<file path="config.mk">
export PLATFORM = sky130hd
export DESIGN_NAME = timed_request_reply_checker_unit
export DESIGN_NICKNAME = d
export VERILOG_FILES = /design/src/sv/trrc_pkg.sv /design/src/sv/timed_request_reply_checker_unit.sv /design/src/sv/trrc_step.sv
export VERILOG_INCLUDE_DIRS = /design/src /design/src/sv
export SDC_FILE = /design/constraint.sdc
export NUM_CORES = 1
export LEC_CHECK = 0
export ABC_AREA = 0
export BUFFER_PORTS_ARGS = -buffer_cell sky130_fd_sc_hd__buf_2
export CAP_MARGIN = 10
export CORE_MARGIN = 2
export CORE_UTILIZATION = 55
export CTS_CLUSTER_DIAMETER = 100
export CTS_CLUSTER_SIZE = 20
export DETAILED_ROUTE_END_ITERATION = 10
export HOLD_SLACK_MARGIN = 0.12
export PLACE_DENSITY = 0.74
export SYNTH_ARGS = -nofsm -noshare
export SYNTH_HDL_FRONTEND = slang
export SYNTH_HIERARCHICAL = 1
export SYNTH_SLANG_ARGS = --single-unit
</file>
<file path="constraint.sdc">
create_clock -name clock -period 6 [get_ports clock]
set_input_delay 0.6 -clock clock [delete_from_list [all_inputs] [get_ports clock]]
set_output_delay 0.6 -clock clock [all_outputs]
set_load 0.02 [all_outputs]
</file>
<file path="src/sv/timed_request_reply_checker_unit_defines.svh">
// ----------------------------------------------------------------------------
// Assertion macros for the timed request/reply checker
// Clocked concurrent assertion wrappers that report through $error.
// ----------------------------------------------------------------------------
`ifndef TIMED_REQUEST_REPLY_CHECKER_UNIT_DEFINES_SVH
`define TIMED_REQUEST_REPLY_CHECKER_UNIT_DEFINES_SVH

// Checked only outside reset.
`define TRRC_ASSERT(label, prop, msg) \
   label: assert property (@(posedge clock) disable iff (reset) prop) else $error(msg);

// Checked at every edge, reset included.
`define TRRC_ASSERT_ALWAYS(label, prop, msg) \
   label: assert property (@(posedge clock) prop) else $error(msg);

`endif

</file>
<file path="src/sv/trrc_pkg.sv">
// ----------------------------------------------------------------------------
// trrc_pkg
// Types, codes and reset values shared by the request/reply checker.
// ----------------------------------------------------------------------------
package trrc_pkg;

   localparam int unsigned MaxReplyBytes = 4;

   // func codes
   localparam logic [1:0] FuncBeginTx = 2'd0;
   localparam logic [1:0] FuncBeginRx = 2'd1;
   localparam logic [1:0] FuncPoll    = 2'd2;

   // put_status codes
   localparam logic [1:0] PutReady   = 2'd0;
   localparam logic [1:0] PutEmpty   = 2'd1;
   localparam logic [1:0] PutBlocked = 2'd2;
   localparam logic [1:0] PutError   = 2'd3;

   // get_status codes
   localparam logic [1:0] GetReady = 2'd0;
   localparam logic [1:0] GetEmpty = 2'd1;

   // failure codes
   localparam logic [3:0] FailNone       = 4'd0;
   localparam logic [3:0] FailStall      = 4'd1;
   localparam logic [3:0] FailTxTimeout  = 4'd2;
   localparam logic [3:0] FailTxError    = 4'd3;
   localparam logic [3:0] FailNoReply    = 4'd4;
   localparam logic [3:0] FailIncomplete = 4'd5;
   localparam logic [3:0] FailExtra      = 4'd6;
   localparam logic [3:0] FailWrong      = 4'd7;
   localparam logic [3:0] FailRxError    = 4'd8;

   // register indexes
   localparam logic [2:0] RegTransmitLimit = 3'd0;
   localparam logic [2:0] RegReceiveLimit  = 3'd1;
   localparam logic [2:0] RegQuietUnits    = 3'd2;
   localparam logic [2:0] RegStallPolls    = 3'd3;
   localparam logic [2:0] RegBlockedWaits  = 3'd4;
   localparam logic [2:0] RegReplyPattern  = 3'd5;
   localparam logic [2:0] RegReplyCount    = 3'd6;

   // register reset values
   localparam logic [15:0] TransmitLimitRst = 16'd120;
   localparam logic [15:0] ReceiveLimitRst  = 16'd600;
   localparam logic [15:0] QuietUnitsRst    = 16'd24;
   localparam logic [15:0] StallPollsRst    = 16'hFFFF;
   localparam logic        BlockedWaitsRst  = 1'b1;
   localparam logic [31:0] ReplyPatternRst  = 32'h00A5_0180;
   localparam logic [2:0]  ReplyCountRst    = 3'd3;

   localparam logic [15:0] CountMax = 16'hFFFF;

   typedef enum logic [1:0] {
      PhIdle = 2'd0,
      PhTx   = 2'd1,
      PhRx   = 2'd2,
      PhEnd  = 2'd3
   } phase_type;

   typedef struct packed {
      logic [15:0] transmit_limit;
      logic [15:0] receive_limit;
      logic [15:0] quiet_units;
      logic [15:0] stall_polls;
      logic        blocked_waits;
      logic [31:0] reply_pattern;
      logic [2:0]  reply_count;
   } cfg_type;

   typedef struct packed {
      logic [7:0]  last_clock;
      logic [15:0] elapsed_units;
      logic [15:0] stall_left;
      logic [15:0] sent_total;
      logic [2:0]  got_total;
      logic [15:0] complete_time;
      phase_type   phase;
      logic [3:0]  failure;
   } state_type;

   typedef struct packed {
      logic [1:0] func;
      logic [7:0] clock_sample;
      logic [7:0] tx_byte;
      logic       tx_final;
      logic [1:0] put_status;
      logic [1:0] get_status;
      logic [7:0] rx_byte;
   } req_type;

   typedef struct packed {
      logic [7:0]  offered_byte;
      logic        phase_done;
      logic        passed;
      logic [3:0]  fail_code;
      logic [15:0] sent_count;
      logic [2:0]  received_count;
   } rsp_type;

endpackage

</file>
<file path="src/sv/timed_request_reply_checker_unit.sv">
// ----------------------------------------------------------------------------
// timed_request_reply_checker_unit
// Checks one timed request/reply exchange on a serial port. Send begin-transmit,
// poll while bytes go out, then begin-receive and poll until the reply and the
// quiet interval are seen; every transfer returns exactly one result. Time is
// rebuilt from 8-bit wrapping clock samples and saturates at 65535 units. The
// unit takes one request transfer per clock while the result side does not stall;
// each transfer is held first in the request register, then its result in the
// result register. Throughput is set by the single update stage that reads and
// writes the exchange state each cycle; a stalled result side holds both registers.
// Write the control registers only while no transfer is in flight.
// ----------------------------------------------------------------------------
`include "timed_request_reply_checker_unit_defines.svh"

module timed_request_reply_checker_unit (
   input  logic        clock,
   input  logic        reset,
   // request channel
   input  logic        req_tvalid,
   output logic        req_tready,
   // tdata: clock_sample[7:0], tx_byte[15:8], put_status[17:16],
   //        get_status[19:18], rx_byte[27:20], zero[31:28]
   input  logic [31:0] req_tdata,
   // tuser: func[1:0]
   input  logic [1:0]  req_tuser,
   // tlast: tx_final
   input  logic        req_tlast,
   // result channel
   output logic        rsp_tvalid,
   input  logic        rsp_tready,
   // tdata: offered_byte[7:0], passed[8], fail_code[12:9],
   //        sent_count[28:13], received_count[31:29]
   output logic [31:0] rsp_tdata,
   // tlast: phase_done
   output logic        rsp_tlast,
   // control register write port
   input  logic        csr_we,
   input  logic [2:0]  csr_index,
   input  logic [31:0] csr_wdata
);

   trrc_pkg::cfg_type   cfg_ff;
   trrc_pkg::req_type   req_ff;
   logic                req_valid_ff;
   trrc_pkg::state_type state_ff;
   trrc_pkg::state_type state_in;
   trrc_pkg::rsp_type   rsp_ff;
   trrc_pkg::rsp_type   rsp_in;
   logic                rsp_valid_ff;
   logic                advance;

   // Move the held request into the result register when the result slot frees.
   assign advance    = req_valid_ff && (!rsp_valid_ff || rsp_tready);
   assign req_tready = !req_valid_ff || advance;

   // Control registers.
   always_ff @(posedge clock) begin
      if (reset) begin
         cfg_ff.transmit_limit <= trrc_pkg::TransmitLimitRst;
         cfg_ff.receive_limit  <= trrc_pkg::ReceiveLimitRst;
         cfg_ff.quiet_units    <= trrc_pkg::QuietUnitsRst;
         cfg_ff.stall_polls    <= trrc_pkg::StallPollsRst;
         cfg_ff.blocked_waits  <= trrc_pkg::BlockedWaitsRst;
         cfg_ff.reply_pattern  <= trrc_pkg::ReplyPatternRst;
         cfg_ff.reply_count    <= trrc_pkg::ReplyCountRst;
      end else if (csr_we) begin
         unique case (csr_index)
            trrc_pkg::RegTransmitLimit: cfg_ff.transmit_limit <= csr_wdata[15:0];
            trrc_pkg::RegReceiveLimit:  cfg_ff.receive_limit  <= csr_wdata[15:0];
            trrc_pkg::RegQuietUnits:    cfg_ff.quiet_units    <= csr_wdata[15:0];
            trrc_pkg::RegStallPolls:    cfg_ff.stall_polls    <= csr_wdata[15:0];
            trrc_pkg::RegBlockedWaits:  cfg_ff.blocked_waits  <= csr_wdata[0];
            trrc_pkg::RegReplyPattern:  cfg_ff.reply_pattern  <= csr_wdata;
            trrc_pkg::RegReplyCount:    cfg_ff.reply_count    <= csr_wdata[2:0];
            default: begin
               // unmapped index: drop the write
            end
         endcase
      end
   end

   // Request register: take a transfer whenever the slot is free or draining.
   always_ff @(posedge clock) begin
      if (reset) begin
         req_valid_ff <= 1'b0;
      end else if (req_tready) begin
         req_valid_ff <= req_tvalid;
      end
   end

   always_ff @(posedge clock) begin
      if (req_tvalid && req_tready) begin
         req_ff.func         <= req_tuser;
         req_ff.clock_sample <= req_tdata[7:0];
         req_ff.tx_byte      <= req_tdata[15:8];
         req_ff.tx_final     <= req_tlast;
         req_ff.put_status   <= req_tdata[17:16];
         req_ff.get_status   <= req_tdata[19:18];
         req_ff.rx_byte      <= req_tdata[27:20];
      end
   end

   trrc_step u_step (
      .cfg (cfg_ff),
      .cur (state_ff),
      .req (req_ff),
      .nxt (state_in),
      .rsp (rsp_in)
   );

   // Exchange state: advance once per transfer that moves into the result slot.
   always_ff @(posedge clock) begin
      if (reset) begin
         state_ff.last_clock    <= 8'd0;
         state_ff.elapsed_units <= 16'd0;
         state_ff.stall_left    <= trrc_pkg::StallPollsRst;
         state_ff.sent_total    <= 16'd0;
         state_ff.got_total     <= 3'd0;
         state_ff.complete_time <= 16'd0;
         state_ff.phase         <= trrc_pkg::PhIdle;
         state_ff.failure       <= trrc_pkg::FailNone;
      end else if (advance) begin
         state_ff <= state_in;
      end
   end

   // Result register: hold until the downstream side takes it.
   always_ff @(posedge clock) begin
      if (reset) begin
         rsp_valid_ff <= 1'b0;
      end else if (advance) begin
         rsp_valid_ff <= 1'b1;
      end else if (rsp_tready) begin
         rsp_valid_ff <= 1'b0;
      end
   end

   always_ff @(posedge clock) begin
      if (advance) begin
         rsp_ff <= rsp_in;
      end
   end

   assign rsp_tvalid = rsp_valid_ff;
   assign rsp_tlast  = rsp_ff.phase_done;
   assign rsp_tdata  = {rsp_ff.received_count, rsp_ff.sent_count, rsp_ff.fail_code,
                        rsp_ff.passed, rsp_ff.offered_byte};

   // A pass is always a clean end of the phase.
   `TRRC_ASSERT(a_pass_is_clean_end, rsp_valid_ff && rsp_ff.passed |-> rsp_ff.phase_done && rsp_ff.fail_code == trrc_pkg::FailNone, "pass without clean phase end")

   // A pending phase-done result means the state has already ended.
   `TRRC_ASSERT(a_done_means_ended, rsp_valid_ff && rsp_ff.phase_done |-> state_ff.phase == trrc_pkg::PhEnd, "phase done but state not ended")

   // Backpressure on the request side only comes from a full, stalled pipe.
   `TRRC_ASSERT(a_ready_low_only_when_full, !req_tready |-> req_valid_ff && rsp_valid_ff && !rsp_tready, "request stalled with free slot")

   // The match count never runs past the longest reply; the state is unknown
   // until the first reset edge has loaded it.
   `TRRC_ASSERT_ALWAYS(a_got_in_range, reset || state_ff.got_total <= 3'(trrc_pkg::MaxReplyBytes), "reply count overrun")

endmodule

</file>
<file path="src/sv/trrc_step.sv">
// ----------------------------------------------------------------------------
// trrc_step
// Next-state and result logic for one transfer of the exchange checker.
// ----------------------------------------------------------------------------
module trrc_step (
   input  trrc_pkg::cfg_type   cfg,
   input  trrc_pkg::state_type cur,
   input  trrc_pkg::req_type   req,
   output trrc_pkg::state_type nxt,
   output trrc_pkg::rsp_type   rsp
);

   logic [7:0]  delta;
   logic [16:0] elapsed_sum;
   logic [15:0] elapsed_adv;
   logic [15:0] stall_adv;
   logic        stall_fail;
   logic [2:0]  reply_len;
   logic [7:0]  expect_byte;
   logic        is_poll;
   logic        done;
   logic        pass;
   logic [3:0]  fail_set;
   logic        sent_inc;
   logic [2:0]  got_adv;
   logic [15:0] ctime_adv;
   logic [15:0] quiet_gap;

   // Coarse clock: wrapped difference, saturating sum, stall countdown.
   always_comb begin
      delta       = req.clock_sample - cur.last_clock;
      elapsed_sum = {1'b0, cur.elapsed_units} + {9'd0, delta};
      elapsed_adv = elapsed_sum[16] ? trrc_pkg::CountMax : elapsed_sum[15:0];
      stall_fail  = (delta == 8'd0) && (cur.stall_left <= 16'd1);
      if (delta != 8'd0) begin
         stall_adv = cfg.stall_polls;
      end else if (cur.stall_left <= 16'd1) begin
         stall_adv = 16'd0;
      end else begin
         stall_adv = cur.stall_left - 16'd1;
      end
   end

   // Effective reply length and the byte expected next.
   always_comb begin
      if (cfg.reply_count == 3'd0) begin
         reply_len = 3'd1;
      end else if (cfg.reply_count > 3'(trrc_pkg::MaxReplyBytes)) begin
         reply_len = 3'(trrc_pkg::MaxReplyBytes);
      end else begin
         reply_len = cfg.reply_count;
      end
      // only looked at while got_total is below the reply length
      expect_byte = cfg.reply_pattern[{cur.got_total[1:0], 3'b000} +: 8];
   end

   // Poll decision in the running phases.
   always_comb begin
      is_poll   = (req.func == trrc_pkg::FuncPoll);
      done      = 1'b0;
      pass      = 1'b0;
      fail_set  = trrc_pkg::FailNone;
      sent_inc  = 1'b0;
      got_adv   = cur.got_total;
      ctime_adv = cur.complete_time;
      quiet_gap = 16'd0;
      if (is_poll && cur.phase == trrc_pkg::PhTx) begin
         if (stall_fail) begin
            fail_set = trrc_pkg::FailStall;
            done     = 1'b1;
         end else if (elapsed_adv >= cfg.transmit_limit) begin
            fail_set = trrc_pkg::FailTxTimeout;
            done     = 1'b1;
         end else begin
            case (req.put_status)
               trrc_pkg::PutReady: begin
                  sent_inc = (cur.sent_total != trrc_pkg::CountMax);
                  done     = req.tx_final;
               end
               trrc_pkg::PutBlocked: begin
                  if (!cfg.blocked_waits) begin
                     fail_set = trrc_pkg::FailTxError;
                     done     = 1'b1;
                  end
               end
               trrc_pkg::PutError: begin
                  fail_set = trrc_pkg::FailTxError;
                  done     = 1'b1;
               end
               default: begin
               end
            endcase
         end
      end else if (is_poll && cur.phase == trrc_pkg::PhRx) begin
         if (stall_fail) begin
            fail_set = trrc_pkg::FailStall;
            done     = 1'b1;
         end else if (elapsed_adv >= cfg.receive_limit) begin
            fail_set = (cur.got_total != 3'd0) ? trrc_pkg::FailIncomplete
                                               : trrc_pkg::FailNoReply;
            done     = 1'b1;
         end else begin
            if (req.get_status == trrc_pkg::GetReady) begin
               if (cur.got_total >= reply_len) begin
                  fail_set = trrc_pkg::FailExtra;
                  done     = 1'b1;
               end else if (req.rx_byte != expect_byte) begin
                  fail_set = trrc_pkg::FailWrong;
                  done     = 1'b1;
               end else begin
                  got_adv = cur.got_total + 3'd1;
                  if (got_adv == reply_len) begin
                     ctime_adv = elapsed_adv;
                  end
               end
            end else if (req.get_status != trrc_pkg::GetEmpty) begin
               fail_set = trrc_pkg::FailRxError;
               done     = 1'b1;
            end
            quiet_gap = elapsed_adv - ctime_adv;
            if (!done && got_adv >= reply_len && quiet_gap >= cfg.quiet_units) begin
               done = 1'b1;
               pass = 1'b1;
            end
         end
      end
   end

   // Next state.
   always_comb begin
      nxt = cur;
      unique case (req.func)
         trrc_pkg::FuncBeginTx, trrc_pkg::FuncBeginRx: begin
            nxt.last_clock    = req.clock_sample;
            nxt.elapsed_units = 16'd0;
            nxt.stall_left    = cfg.stall_polls;
            nxt.got_total     = 3'd0;
            nxt.complete_time = 16'd0;
            nxt.failure       = trrc_pkg::FailNone;
            if (req.func == trrc_pkg::FuncBeginTx) begin
               nxt.sent_total = 16'd0;
               nxt.phase      = trrc_pkg::PhTx;
            end else begin
               nxt.phase      = trrc_pkg::PhRx;
            end
         end
         trrc_pkg::FuncPoll: begin
            if (cur.phase == trrc_pkg::PhTx || cur.phase == trrc_pkg::PhRx) begin
               nxt.last_clock    = req.clock_sample;
               nxt.elapsed_units = elapsed_adv;
               nxt.stall_left    = stall_adv;
               nxt.got_total     = got_adv;
               nxt.complete_time = ctime_adv;
               if (sent_inc) begin
                  nxt.sent_total = cur.sent_total + 16'd1;
               end
               if (fail_set != trrc_pkg::FailNone) begin
                  nxt.failure = fail_set;
               end
               if (done) begin
                  nxt.phase = trrc_pkg::PhEnd;
               end
            end
         end
         default: begin
         end
      endcase
   end

   // Result.
   always_comb begin
      rsp.offered_byte   = (is_poll && cur.phase == trrc_pkg::PhTx) ? req.tx_byte : 8'd0;
      rsp.phase_done     = done;
      rsp.passed         = pass;
      rsp.fail_code      = is_poll ? nxt.failure : trrc_pkg::FailNone;
      rsp.sent_count     = nxt.sent_total;
      rsp.received_count = nxt.got_total;
   end

endmodule

</file>
Word level (Yosys, flattened, before mapping)
Index checks and enable logic that the tools add are counted.
{"block": "totals", "output_inout_bits": 35, "regBits": 247, "input_bits": 75}
{"block": "op_classes", "order_cmp": 7, "n_bitwise": 1, "reduce_logical": 36, "n_addsub": 6, "eq_ne": 22, "mux": 72, "n_shift": 1}
{"operator": "16-bit 2-to-1 mux", "n": 17}
{"operator": "81-bit case mux with 2 select lines", "n": 1}
{"operator": "81-bit 2-to-1 mux", "n": 1}
{"operator": "16-bit >= comparator", "n": 3}
{"operator": "3-bit 2-to-1 mux", "n": 14}
{"operator": "4-bit 2-to-1 mux", "n": 10}
{"operator": "32-bit by 6-bit indexed part select with 8-bit output", "n": 1}
{"operator": "1-bit 2-to-1 mux", "n": 24}
{"operator": "16-bit by 8-bit adder with 17-bit output", "n": 1}
{"operator": "16-bit by 1-bit adder with 16-bit output, second input constant", "n": 1}
{"operator": "16-bit by 1-bit <= comparator with 1-bit output, second input constant", "n": 1}
{"operator": "16-bit != test, second input constant", "n": 1}
{"operator": "16-bit by 1-bit subtractor with 16-bit output, second input constant", "n": 1}
{"operator": "16-bit subtractor", "n": 1}
{"operator": "2-bit AND reduction", "n": 7}
{"operator": "2-bit != test, second input constant", "n": 6}
{"operator": "3-bit == test, second input constant", "n": 3}
{"operator": "2-bit == test, second input constant", "n": 4}
{"operator": "8-bit zero test", "n": 1}
{"operator": "8-bit != test", "n": 1}
{"operator": "4-bit case mux with 2 select lines", "n": 1}
{"operator": "8-bit nonzero test", "n": 1}
{"operator": "8-bit subtractor", "n": 1}
{"operator": "1-bit logical AND", "n": 7}
{"operator": "other kinds (23)", "n": 36}

Longest topological paths before layout
{"block": "logic_depth", "depth_word": 23, "ltp_mapped": 35}

Modules after synthesis
The synthesis kept the hierarchy.
{"mod": "timed_request_reply_checker_unit", "cells_per_inst": 861, "area_each_um2": 9080.0, "n_inst": 1, "seq_area_each_um2": 5585.4}
{"mod": "trrc_step", "cells_per_inst": 893, "area_each_um2": 5834.3, "n_inst": 1, "seq_area_each_um2": 0.0}

Worst setup path before layout
OpenSTA, ideal clock, no wires.
{"block": "synth_timing", "path_kind": "reg2reg", "startpoint": "register req_ff[21] (netlist name)", "endpoint": "register rsp_ff, in the netlist rsp_tlast, data pin", "t_arrival_ns": 6.377, "path_buffers": 2, "stages_incl_launch_ff": 35, "setup_ns": 0.251, "setup_slack_ns": -0.628, "path_cell_list": "edfxtp_1 > inv_1 > ha_1 > inv_1 > fa_1 > a211oi_1 > or4b_2 > nand4_1 > ha_1 > nand2_1 > o21ai_0 > o211ai_1 > or3_1 > clkbuf_1 > nand2b_1 > inv_1 > o21ai_0 > inv_1 > ha_1 > nor2b_1 > o21a_1 > o211ai_1 > a21boi_0 > o21ai_0 > nor3b_1 > nor2_1 > ha_1 > or3_1 > a221oi_1 > o21ai_0 > a221o_1 > a21oi_1 > nand3_1 > a22o_1 > buf_4"}
{"block": "synth_via", "elab_chain_len": 19, "word_cells_on_any_way": 25, "cone_classes": "3 x add/sub; 3 x order compare; 16 x mux; 3 x reduce/logical"}
{"item": "from (decl)", "line_no": "timed_request_reply_checker_unit.sv:43", "source": "trrc_pkg::req_type req_ff;"}
{"item": "8-bit subtractor *", "line_no": "trrc_step.sv:31", "source": "delta = req.clock_sample - cur.last_clock;"}
{"item": "16-bit by 8-bit adder with 17-bit output", "line_no": "trrc_step.sv:32", "source": "elapsed_sum = {1'b0, cur.elapsed_units} + {9'd0, delta};"}
{"item": "16-bit 2-to-1 mux", "line_no": "trrc_step.sv:33", "source": "elapsed_adv = elapsed_sum[16] ? trrc_pkg::CountMax : elapsed_sum[15:0];"}
{"item": "16-bit 2-to-1 mux", "line_no": "trrc_step.sv:112", "source": "if (got_adv == reply_len) begin"}
{"item": "16-bit 2-to-1 mux", "line_no": "trrc_step.sv:107", "source": "end else if (req.rx_byte != expect_byte) begin"}
{"item": "16-bit 2-to-1 mux", "line_no": "trrc_step.sv:104", "source": "if (cur.got_total >= reply_len) begin"}
{"item": "16-bit 2-to-1 mux", "line_no": "trrc_step.sv:103", "source": "if (req.get_status == trrc_pkg::GetReady) begin"}
{"item": "16-bit 2-to-1 mux", "line_no": "trrc_step.sv:98", "source": "end else if (elapsed_adv >= cfg.receive_limit) begin"}
{"item": "[4 not listed]"}
{"item": "16-bit >= comparator", "line_no": "trrc_step.sv:121", "source": "if (!done && got_adv >= reply_len && quiet_gap >= cfg.quiet_units) begin"}
{"item": "1-bit logical AND", "line_no": "trrc_step.sv:121"}
{"item": "1-bit 2-to-1 mux", "line_no": "trrc_step.sv:121"}
{"item": "1-bit 2-to-1 mux", "line_no": "trrc_step.sv:98"}
{"item": "1-bit 2-to-1 mux", "line_no": "trrc_step.sv:95", "source": "if (stall_fail) begin"}
{"item": "1-bit 2-to-1 mux", "line_no": "trrc_step.sv:94", "source": "end else if (is_poll && cur.phase == trrc_pkg::PhRx) begin"}
{"item": "1-bit 2-to-1 mux *", "line_no": "trrc_step.sv:67", "source": "if (is_poll && cur.phase == trrc_pkg::PhTx) begin"}
{"item": "via u_step.done", "line_no": "trrc_step.sv:21", "source": "logic done;"}
{"item": "to (signal assigned)", "line_no": "timed_request_reply_checker_unit.sv:140", "source": "rsp_ff <= rsp_in;"}
{"item": "to (decl)", "line_no": "timed_request_reply_checker_unit.sv:47", "source": "trrc_pkg::rsp_type rsp_ff;"}
The timed path passes the listed nets; every way through them passes the cells marked *. The select of a mux whose other input is x is not followed.
A chain may end at the register's enable or synchronous reset.

Final worst setup path
{"block": "layout_timing", "startpoint": "register req_ff[21] (netlist name)", "endpoint": "register state_ff[5] (netlist name)"}
{"block": "layout_via", "elab_chain_len": 21, "word_cells_on_any_way": 27, "cone_classes": "3 x add/sub; 3 x order compare; 1 x eq/ne; 16 x mux; 4 x reduce/logical"}
{"item": "8-bit subtractor *", "line_no": "trrc_step.sv:31"}
{"item": "16-bit by 8-bit adder with 17-bit output", "line_no": "trrc_step.sv:32"}
{"item": "16-bit 2-to-1 mux", "line_no": "trrc_step.sv:33"}
{"item": "16-bit 2-to-1 mux", "line_no": "trrc_step.sv:112"}
{"item": "16-bit 2-to-1 mux", "line_no": "trrc_step.sv:107"}
{"item": "16-bit 2-to-1 mux", "line_no": "trrc_step.sv:104"}
{"item": "16-bit 2-to-1 mux", "line_no": "trrc_step.sv:103"}
{"item": "16-bit 2-to-1 mux", "line_no": "trrc_step.sv:98"}
{"item": "[5 not listed]"}
{"item": "1-bit logical AND", "line_no": "trrc_step.sv:121"}
{"item": "1-bit 2-to-1 mux", "line_no": "trrc_step.sv:121"}
{"item": "1-bit 2-to-1 mux", "line_no": "trrc_step.sv:98"}
{"item": "1-bit 2-to-1 mux", "line_no": "trrc_step.sv:95"}
{"item": "1-bit 2-to-1 mux", "line_no": "trrc_step.sv:94"}
{"item": "1-bit 2-to-1 mux *", "line_no": "trrc_step.sv:67"}
{"item": "2-bit != test (no source line) *"}
{"item": "4-bit AND reduction (no source line) *"}
{"item": "to (signal assigned)", "line_no": "timed_request_reply_checker_unit.sv:123", "source": "state_ff <= state_in;"}
{"item": "to (decl)", "line_no": "timed_request_reply_checker_unit.sv:45", "source": "trrc_pkg::state_type state_ff;"}
Every way passes the cells marked *; elsewhere a longest branch is shown, timed or not. The select of a mux whose other input is x is not followed.

==> flow_summary.toml <==
[worst_setup_path]
critical_path_class = "register to register"
crit_path_end_kind = "register"
startpoint = "req_ff[21]$_DFFE_PP_"
cp-start-kind = "register"
crit_path_max_fanout = 3
max_stage_delay_ns = 0.44
r2r-start = "req_ff[21]$_DFFE_PP_"
cpMostUsedCell = "o21ai_1"
slowest_stage = "or3_4"
worstPathArrival_ns = 6.69
cp.required_ns = 6.35
reg2regPathDepth = 34

[layout]
drive_gt1_share_pct = 16.2
diodes = 0
fin_cells = 2226
n_fill_cell = 2304
area_growth_pct = 13.3
final_area_um2 = 16900
final_nets = 2048

[hold_path]
worstHoldStart = "req_tdata[13]"
worstHoldPathType = "input pin to register"
whs_path_depth = 1

[logic_synthesis]
synth_top_area_share_pct = 24.6
netlist_top_cells_area = "dfxtp_1 25%, edfxtp_1 13%, ha_1 7.8%"
syn_area_um2 = 14900
yosysTopAreaCell = "dfxtp_1"
synth.distinct_cells = 75
postSynthCellCount = 1754
syn-mean-instance-area_um2 = 8.50
ys_warn_count = 6
synth_ff_type = "dfxtp_1"
synth_nets = 1925
ys_ff_latch = 247
synth_edf_count = 64
async_flop_share_pct = 0
seq_area_frac_synth_pct = 37.4

[clock_network]
clk_pin_slew_ns = 0.09
clkSinkCount = 247
insertion_delay_ns = 0.51
numCtsBuffers = 16
cts_root_buffer = "clkbuf_16"
cts_tree = "done"
cts_buffer_depth = 3
htreeDepth = 1

[floorplanning]
die_y_um = 169
ioPinCount = 110
die_area_um2 = 28400
core.rowCount = 60
die_x_um = 169
initial_core_util_pct = 55.6
coreArea_um2 = 26800

[route]
drc_errors = 0
routed_wl_um = 37100
drt_iter0_drc = 953
wl_per_cell_um = 16.7
first_pass_iters = 6
vias = 12745
viasPerCell = 5.73
antenna_left = 0

[run_status]
violations = "setup timing"
status = "complete, but fails checks"

[timing]
fmax_mhz = 158
rsz0062_at_grt = "true"
drv_slew = 0
fin_crit_sh_pct = 106
fin_ws_ns = -0.337
final.min_clock_period_ns = 6.34
hold_violations = 0
worst_slew_pin_slew_ns = 1.14
setup-tns-final_ns = -1.05
finClkSkew_ns = 0.0131
setup_viol = 4
relSlewSlack_pct = 24.0

[global_routing]
grt_pass1_wl_um = 59900
antenna_found_initial = 0
grt_pass1_vias = 11999
grt_use_total_pct = 25.5
grt_start_max_net_pins = 140
grt_overflow_total = 0

[placed_design]
dp_cells = 2185
place_area_um2 = 16100
gp_congestion = 0.886
post-dp-hpwl_um = 26100
port_buffers = 105

[pwr]
p_total_uw = 3670
p_leak_uw = 0.00654
vdd_drop_max_mv = 0.178
power.density_nw_per_um2 = 217

[flow_run]
cap_viol_max_count = 0
## placed cells by master (no fill, tap or decap), types with 13 or more instances in the layout
| cell type | n |
|---|---|
| clkbuf_16 | 17 |
| a21oi_1 | 124 |
| nand2b_1 | 142 |
| or3_1 | 13 |
| dfxtp_1 | 183 |
| nand3_1 | 32 |
| xor2_1 | 13 |
| edfxtp_1 | 64 |
| nor3_1 | 69 |
| ha_1 | 88 |
| inv_1 | 89 |
| o21ai_0 | 60 |
| nand4_1 | 14 |
| and3_1 | 16 |
| buf_2 | 104 |
| xnor2_1 | 28 |
| a211oi_1 | 17 |
| nor2_1 | 151 |
| buf_4 | 110 |
| mux2i_1 | 96 |
| nand2_1 | 226 |
## registers in the layout, indices dropped and copies added (netlist names)
register and flops:
cfg_ff 100, req_ff 31, req_valid_ff 1, rsp_tdata 32
rsp_tlast 1, rsp_tvalid 1, state_ff 81
## critical path: cells and delay by family, from the launching register on
kind	cells	cell delay [ns]
compound gates	14	2.45
mux	1	0.09
fa+ha+maj	5	1.30
buf+inv	4	0.22
flops	1	0.39
simple gates	10	1.74
## cell usage after synthesis, drive strengths merged, types with 8 or more instances
master	number
nand2	227
dfxtp	183
nor2	152
nand2b	143
a21oi	132
mux2i	96
ha	93
inv	92
o21ai	74
nor3	73
buf	68
edfxtp	64
clkbuf	46
nand3	34
xnor2	29
a211oi	20
and3	16
or3	15
nand4	14
xor2	13
o211ai	12
a21o	10
or4	10
a22oi	9
nor2b	9
mux4	8
o21a	8
o31ai	8
## through the flow
stage | util, % | setup WS [ns] | hold WS, ns
after CTS | 62.5 | -0.244 | 0.251
after global routing | 63.0 | -0.706 | 0.243
final | 63.0 | -0.337 | 0.262
after floorplan | - | -0.132 | 0.432
after detailed placement | 60.1 | -0.472 | 0.447
after global placement | 60.1 | -0.293 | 0.440
## kinds of logic after synthesis
| logic type | count (synthesis) | share of synthesized area (%) |
|---|---|---|
| compound gates | 317 | 12.8 |
| xor+xnor | 42 | 2.47 |
| fa+ha+maj | 96 | 8.20 |
| buf+inv | 207 | 6.52 |
| flops | 247 | 37.4 |
| mux | 109 | 8.13 |
| simple gates | 736 | 24.4 |
## area by class of cell
| class | count | area, um^2 | share of cell area [%] |
|---|---|---|---|
| Inverter | 93 | 352 | 2.08 |
| Clock buffer | 24 | 452 | 2.67 |
| Clock inverter | 2 | 41.3 | 0.244 |
| Sequential cell | 247 | 5590 | 33.1 |
| Timing Repair Buffer | 219 | 1430 | 8.46 |
| Tap cell | 341 | 427 | 2.53 |
| Multi-Input combinational cell | 1300 | 8610 | 51.0 |
## what timing repair did
action / in CTS / in global routing
pin swaps: 19 / 31
hold buffers: 0 / 0
resized for setup: 25 / 21
buffers inserted: 9 / 6
setup endpoints to repair: 13 / 66
## final timing paths
kind                               to  slack [ns]
max          state_ff[5]$_SDFFE_PP0P_       -0.34
min              req_ff[18]$_DFFE_PP_        0.26
min reg2reg   cfg_ff[20]$_SDFFE_PP0P_        0.46
max reg2reg  state_ff[5]$_SDFFE_PP0P_       -0.34
## metal layers
| metal | global-route usage [%] | vias up | wire length, um | share of wire, % |
|---|---|---|---|---|
| met5 | 0 | - | 0 | 0 |
| met2 | 43.5 | 314 | 17700 | 48 |
| met1 | 34.9 | 6051 | 16900 | 46 |
| met4 | 6.33 | 0 | 769 | 2.1 |
| li1 | - | 6328 | - | - |
| met3 | 2.71 | 52 | 1720 | 4.6 |
## report_power, final
part | internal (uW) | switching, uW
combinational | 325 | 398
sequential | 1750 | 27.3
clock | 572 | 592
total | 2650 | 1020
Power figures use the tool's default switching activity.
